===== config.mk =====
export PLATFORM = sky130hd
export DESIGN_NAME = rus_filter
export DESIGN_NICKNAME = d
export VERILOG_FILES = /design/src/design/rus_pkg.sv /design/src/design/rus_filter.sv
export SDC_FILE = /design/constraint.sdc
export NUM_CORES = 2
export LEC_CHECK = 0
export BUFFER_PORTS_ARGS = -buffer_cell sky130_fd_sc_hd__buf_4
export CAP_MARGIN = 20
export CORE_MARGIN = 8
export CORE_UTILIZATION = 60
export CTS_CLUSTER_SIZE = 40
export DETAILED_ROUTE_END_ITERATION = 10
export GPL_ROUTABILITY_DRIVEN = 0
export PLACE_DENSITY = 0.78
export SYNTH_ARGS = -nofsm -noshare
export SYNTH_HDL_FRONTEND = slang
export SYNTH_SLANG_ARGS = --single-unit

===== constraint.sdc =====
create_clock -name clk -period 9.6 [get_ports clk]
set_clock_uncertainty 0.2 [all_clocks]
set_input_delay 1.44 -clock clk [delete_from_list [all_inputs] [get_ports clk]]
set_output_delay 1.44 -clock clk [all_outputs]
set_load 0.03 [all_outputs]

===== src/design/rus_pkg.sv =====
// Shared types and constants for the RGB 2x upscaler with 3x3 smoothing.
package rus_pkg;

  localparam int MAX_WIDTH_DEF = 1024;
  localparam int CFG_W         = 11;
  localparam int COL_OUT_W     = 11;

  localparam logic [CFG_W-1:0] LINE_WIDTH_RST = CFG_W'(512);

  typedef logic [7:0] chan_t;
  // [0] red, [1] green, [2] blue
  typedef chan_t [2:0] rgb_t;
  // [0] oldest column of the window
  typedef rgb_t [2:0] win_row_t;
  // [0] line before previous, [1] previous line, [2] current line
  typedef win_row_t [2:0] win_t;

  typedef struct packed {
    chan_t red_in;
    chan_t green_in;
    chan_t blue_in;
    logic  frame_start;
  } pix_in_t;

  typedef struct packed {
    logic [COL_OUT_W-1:0] out_column;
    chan_t                top_red;
    chan_t                top_green;
    chan_t                top_blue;
    chan_t                bottom_red;
    chan_t                bottom_green;
    chan_t                bottom_blue;
    logic                 pair_done;
  } pair_out_t;

  // Which output column of a pixel's group is produced
  typedef enum logic [1:0] {
    PH_FIRST,
    PH_SECOND,
    PH_LAST_EVEN,
    PH_LAST_ODD
  } phase_t;

  typedef struct packed {
    logic [COL_OUT_W-1:0] column;
    logic                 border;
    logic                 pair_done;
  } flt_meta_t;

endpackage


===== src/design/rus_filter.sv =====
// Filter pipeline: column interpolation, line averaging, 3x3 kernel and divide by 42.
module rus_filter
  import rus_pkg::*;
(
  input  logic      clk,
  input  logic      rst_n,
  input  logic      en,
  input  logic      issue_valid,
  input  win_t      issue_win,
  input  phase_t    issue_phase,
  input  flt_meta_t issue_meta,
  output logic      res_valid,
  output pair_out_t res_data
);

  localparam int SUM_W      = 14;
  localparam int KERNEL_SUM = 42;
  localparam int DIV_SHIFT  = 20;
  localparam int DIV_MULT   = ((1 << DIV_SHIFT) + KERNEL_SUM - 1) / KERNEL_SUM;
  localparam int MULT_W     = $clog2(DIV_MULT + 1);
  localparam int PROD_W     = SUM_W + MULT_W;

  typedef chan_t [2:0]       dcol_t;    // three doubled-width columns
  typedef dcol_t [3:0]       dlines_t;  // four doubled lines
  typedef logic [SUM_W-1:0]  sum_t;

  dlines_t [2:0] dbl_nxt;
  dlines_t [2:0] dbl_r;
  logic          a_valid_r;
  flt_meta_t     a_meta_r;

  sum_t [2:0]    top_sum_nxt;
  sum_t [2:0]    bot_sum_nxt;
  sum_t [2:0]    top_sum_r;
  sum_t [2:0]    bot_sum_r;
  logic          b_valid_r;
  flt_meta_t     b_meta_r;

  chan_t [2:0]   top_q;
  chan_t [2:0]   bot_q;

  function automatic chan_t avg2(input chan_t a, input chan_t b);
    logic [8:0] s;
    s = {1'b0, a} + {1'b0, b};
    return s[8:1];
  endfunction

  function automatic sum_t times3(input chan_t x);
    return (sum_t'(x) << 1) + sum_t'(x);
  endfunction

  function automatic sum_t times5(input chan_t x);
    return (sum_t'(x) << 2) + sum_t'(x);
  endfunction

  // kernel 3,5,3 / 5,10,5 / 3,5,3 over three doubled lines
  function automatic sum_t kern(input dcol_t up, input dcol_t mid, input dcol_t low);
    return times3(up[0]) + times5(up[1]) + times3(up[2])
         + times5(mid[0]) + (times5(mid[1]) << 1) + times5(mid[2])
         + times3(low[0]) + times5(low[1]) + times3(low[2]);
  endfunction

  // reciprocal multiply, exact for sums up to 42*255
  function automatic chan_t div42(input sum_t s);
    logic [PROD_W-1:0] p;
    p = PROD_W'(s) * PROD_W'(DIV_MULT);
    return p[DIV_SHIFT +: 8];
  endfunction

  // Stage A: horizontal interpolation, then vertical averaging
  always_comb begin
    dcol_t [2:0] h;
    chan_t       m01;
    chan_t       m12;
    h   = '0;
    m01 = '0;
    m12 = '0;
    for (int ch = 0; ch < 3; ch++) begin
      for (int ln = 0; ln < 3; ln++) begin
        m01 = avg2(issue_win[ln][0][ch], issue_win[ln][1][ch]);
        m12 = avg2(issue_win[ln][1][ch], issue_win[ln][2][ch]);
        case (issue_phase)
          PH_FIRST: begin
            h[ln][0] = m01;
            h[ln][1] = issue_win[ln][1][ch];
            h[ln][2] = m12;
          end
          PH_LAST_EVEN: begin
            // last column repeats the last pixel
            h[ln][0] = m12;
            h[ln][1] = issue_win[ln][2][ch];
            h[ln][2] = issue_win[ln][2][ch];
          end
          default: begin
            h[ln][0] = issue_win[ln][1][ch];
            h[ln][1] = m12;
            h[ln][2] = issue_win[ln][2][ch];
          end
        endcase
      end
      for (int j = 0; j < 3; j++) begin
        dbl_nxt[ch][0][j] = avg2(h[0][j], h[1][j]);
        dbl_nxt[ch][1][j] = h[1][j];
        dbl_nxt[ch][2][j] = avg2(h[1][j], h[2][j]);
        dbl_nxt[ch][3][j] = h[2][j];
      end
    end
  end

  always_ff @(posedge clk) begin
    if (!rst_n) begin
      a_valid_r <= 1'b0;
    end else if (en) begin
      a_valid_r <= issue_valid;
    end
    if (en) begin
      dbl_r    <= dbl_nxt;
      a_meta_r <= issue_meta;
    end
  end

  // Stage B: weighted sums, upper row over lines 0..2, lower row over 1..3
  always_comb begin
    for (int ch = 0; ch < 3; ch++) begin
      top_sum_nxt[ch] = kern(dbl_r[ch][0], dbl_r[ch][1], dbl_r[ch][2]);
      bot_sum_nxt[ch] = kern(dbl_r[ch][1], dbl_r[ch][2], dbl_r[ch][3]);
    end
  end

  always_ff @(posedge clk) begin
    if (!rst_n) begin
      b_valid_r <= 1'b0;
    end else if (en) begin
      b_valid_r <= a_valid_r;
    end
    if (en) begin
      top_sum_r <= top_sum_nxt;
      bot_sum_r <= bot_sum_nxt;
      b_meta_r  <= a_meta_r;
    end
  end

  // Stage C: divide; output buffer in the top level registers it
  always_comb begin
    for (int ch = 0; ch < 3; ch++) begin
      top_q[ch] = b_meta_r.border ? '0 : div42(top_sum_r[ch]);
      bot_q[ch] = b_meta_r.border ? '0 : div42(bot_sum_r[ch]);
    end
  end

  assign res_valid              = b_valid_r;
  assign res_data.out_column    = b_meta_r.column;
  assign res_data.top_red       = top_q[0];
  assign res_data.top_green     = top_q[1];
  assign res_data.top_blue      = top_q[2];
  assign res_data.bottom_red    = bot_q[0];
  assign res_data.bottom_green  = bot_q[1];
  assign res_data.bottom_blue   = bot_q[2];
  assign res_data.pair_done     = b_meta_r.pair_done;

endmodule


==> results by group <==
Layout
  • Register area: 12000 um2
  • Commonest non-fill, non-tap cell in the layout: inv_1
  • NumNets Final: about 8600
  • Most frequent cells in the layout: 1448 x inv_1, 1106 x ha_1, 961 x fa_1
  • Share of post-route cells with drive strength above 1: 8.13%
  • Area of the multi-input gates: 46400 um2
  • Area delta synth->final: 8.37%
  • Fillers: 8057

Global routing
  • Largest net degree at the start of global routing: 169
  • M3 GR Usage: under 10%
  • GRT Total Usage: between 20% and 30%
  • First-pass GRT wire length: ~260000 um
  • Vias in the first global route: 47800
  • Initial antenna violation count: 16
  • Grt met1 use: 34.8%
  • Grt total ovfl: 0
  • Met2 usage in global routing: 47.0%
  • Grt peak-use layer: met2

Hold path
  • Worst Hold Launch: a_meta_r[0]
  • Hold Path End: res_data[0]
  • Cells on Worst Hold Path: 0
  • Min-delay worst type: register to register

Clocking
  • CTS buffer count: 48
  • TritonCTS clock tree: built
  • Reg clk slew, reported paths: around 0.060 ns
  • CTS max path bufs: 3
  • Clk_lat worst skew: 0.65 ns
  • Post-CTS Setup Repair Bufs: 0
  • Hold-fix buffers, CTS: 0
  • Clk sinks: 400
  • Root Buffer Master: clkbuf_16
  • Post-CTS Resized: 0
  • H-Tree Depth: 2

Worst setup path
  • Crit-path cells: fa_1 > ha_1 > inv_1 > fa_1 > fa_1 > fa_1 > fa_1 > inv_1 > ha_1 > a211oi_1 > o21ai_0 > a221o_1 > a21oi_2 > o41ai_4 > a41oi_1 > nand3_1 > o311ai_0 > buf_4
  • Highest net fanout along the worst path: 5
  • Critical Path End Type: primary output
  • CP max stage delay: 0.53 ns
  • Data required time of the critical path: approximately 8.0 ns
  • CP most frequent cell: fa_1
  • Worst Setup Path Type: register to primary output
  • Reg2reg end: bot_sum_r[27]
  • Startpoint types: register
  • Crit path DAT: 6.38 ns
  • R2R depth: 23
  • Worst setup path start: bot_sum_r[39]
  • CP max stage cell: fa_1
  • R2R Setup Slk: 2.33 ns
  • R2r startpoint: dbl_r[128]

Timing
  • Fin Setup TNS: 0 ns
  • Min cycle time layout: 8.02 ns
  • Max Freq: between 100 and 150 MHz
  • Fin. max-slew vios: 0
  • RSZ-0062 raised after global routing: false
  • Final period util: 83.5%
  • Final hold vios: 0
  • Final setup vio count: 0
  • Relative slew slack: 29.2%
  • Worst-Margin Slew: 1.05 ns

Drt
  • Vias per Instance: 5.62
  • Vias: 43700
  • Drt pass-1 iters: 5
  • First-iteration detailed-routing DRC count: around 2900
  • DRT Wirelength: 161000 um
  • Wire per inst: 20.7 um
  • DRC: 0
  • Final ANT Viol Nets: 0

Synthesis
  • Flops & latches, synth: 400
  • Register area share after synthesis: roughly a fifth
  • Syn nets: 8359
  • Synth Flop Type: edfxtp_1
  • Synth Instances: 6057
  • Mapped Area: 64200 um2
  • Post-synth cell types: 74
  • Fraction of registers with async set/reset: 0%
  • Synth Warn #: 0
  • Avg Cell Area, Syn: 10.6 um2
  • Post-synth EDFFs: slightly below 400

Die
  • Core ar.: about 110000 um2
  • Die height: 343 um
  • Die X: 343 um
  • I/O pin count: 296
  • FP Rows: 120
  • Die Area: 118000 um2
  • Starting Density: 60.3%

Run
  • Max Cap Viol: 0

Placement
  • Port Buffer Count: approximately 300
  • DPL Wire Length: between 100000 and 150000 um

Outcome
  • Status: finished, final reports clean
area by class of cell:
class,instances,area share (%)
tap,1403,2.52
inverter,1448,7.81
timing repair buffer,308,3.40
sequential,400,17.2
multi-input combinational,4118,66.6
clock inverter,31,0.514
antenna,12,0.0431
clock buffer,56,1.86
cells by family (layout without fill, tap and decap cells):
group / after synthesis / in the layout / share of synthesized area, %
adders and majority gates: 2067 / 2067 / 51.5
DFF: 400 / 400 / 18.7
xor gates and xnor gates: 334 / 334 / 4.55
muxes: 87 / 87 / 1.46
AOI/OAI and AO/OA: 982 / 982 / 9.79
other: 0 / 12 / 0
buffers and inverters: 1539 / 1843 / 9.13
and+or+nand+nor: 648 / 648 / 4.91
metrics by stage:
| step | hold slack [ns] | instance area, um2 | setup slack, ns | util, % | std cells |
|---|---|---|---|---|---|
| 6_report | 0.217 | 69600 | 1.58 | 65.3 | 7776 |
| 5_1_grt | 0.226 | 69600 | 1.30 | 65.3 | 7768 |
| 3_3_place_gp | 0.201 | 67900 | 2.40 | 63.7 | 7676 |
| 2_1_floorplan | 0.200 | 64200 | 2.11 | - | 6057 |
| 3_5_place_dp | 0.207 | 67900 | 2.27 | 63.7 | 7676 |
| 4_1_cts | 0.220 | 69600 | 1.59 | 65.3 | 7763 |
how the worst max path moves through the flow:
stage                  endpoint  cells after the start  slack [ns]
floorplan           res_data[8]                     18        2.11
global placement    res_data[6]                     18        2.40
detailed placement  res_data[8]                     18        2.27
CTS                 res_data[8]                     18        1.59
global route        res_data[8]                     22        1.30
finish              res_data[8]                     18        1.58
critical path: cells and delay by family, from the launching register on:
family | cells | cell delay, ns
compound gates | 7 | 1.64
fa+ha+maj | 7 | 3.17
buf+inv | 3 | 0.33
flops | 1 | 0.48
simple gates | 1 | 0.11
state kept, by name (all words and copies together), names as in the netlist:
name / count
dbl_r: 288
bot_sum_r: 42
top_sum_r: 42
a_meta_r: 13
res_data: 12
a_valid_r: 1
b_meta_r: 1
res_valid: 1
metal layers:
layer | vias to the layer above | share of wire, % | wire length [um]
met3 | 337 | 8.7 | 14100
met2 | 1554 | 48 | 76600
met5 | - | 0.036 | 58
met4 | 10 | 3.6 | 5760
li1 | 20300 | - | -
met1 | 21500 | 40 | 64500
cell usage after synthesis, drive strengths merged, types with 7 or more instances:
cell    number  share of area, %
a211oi      69              0.82
a21boi      22              0.26
a21o       120               1.4
a21oi      353               2.9
a221oi      15              0.20
a31o        33              0.45
a41oi        7             0.095
and2        30              0.29
and3        14              0.14
buf         39              0.37
clkbuf      52              0.30
edfxtp     398                19
fa         961                30
ha        1106                22
inv       1448               8.5
mux2        52              0.91
mux2i       35              0.55
nand2      204               1.2
nand2b      23              0.22
nand3       26              0.20
nand4       16              0.16
nor2       150              0.88
nor2b      102              0.99
nor3        37              0.29
nor4         9             0.088
o211ai       8              0.10
o21a        13              0.15
o21ai      196               1.6
o21bai      93               1.1
o221ai       9              0.12
or2          9             0.088
or4          7             0.082
xnor2      234               3.2
xor2       100               1.4
Power is not shown: default switching activity piles up to over one toggle a cycle in this logic, so the estimate is an artifact.
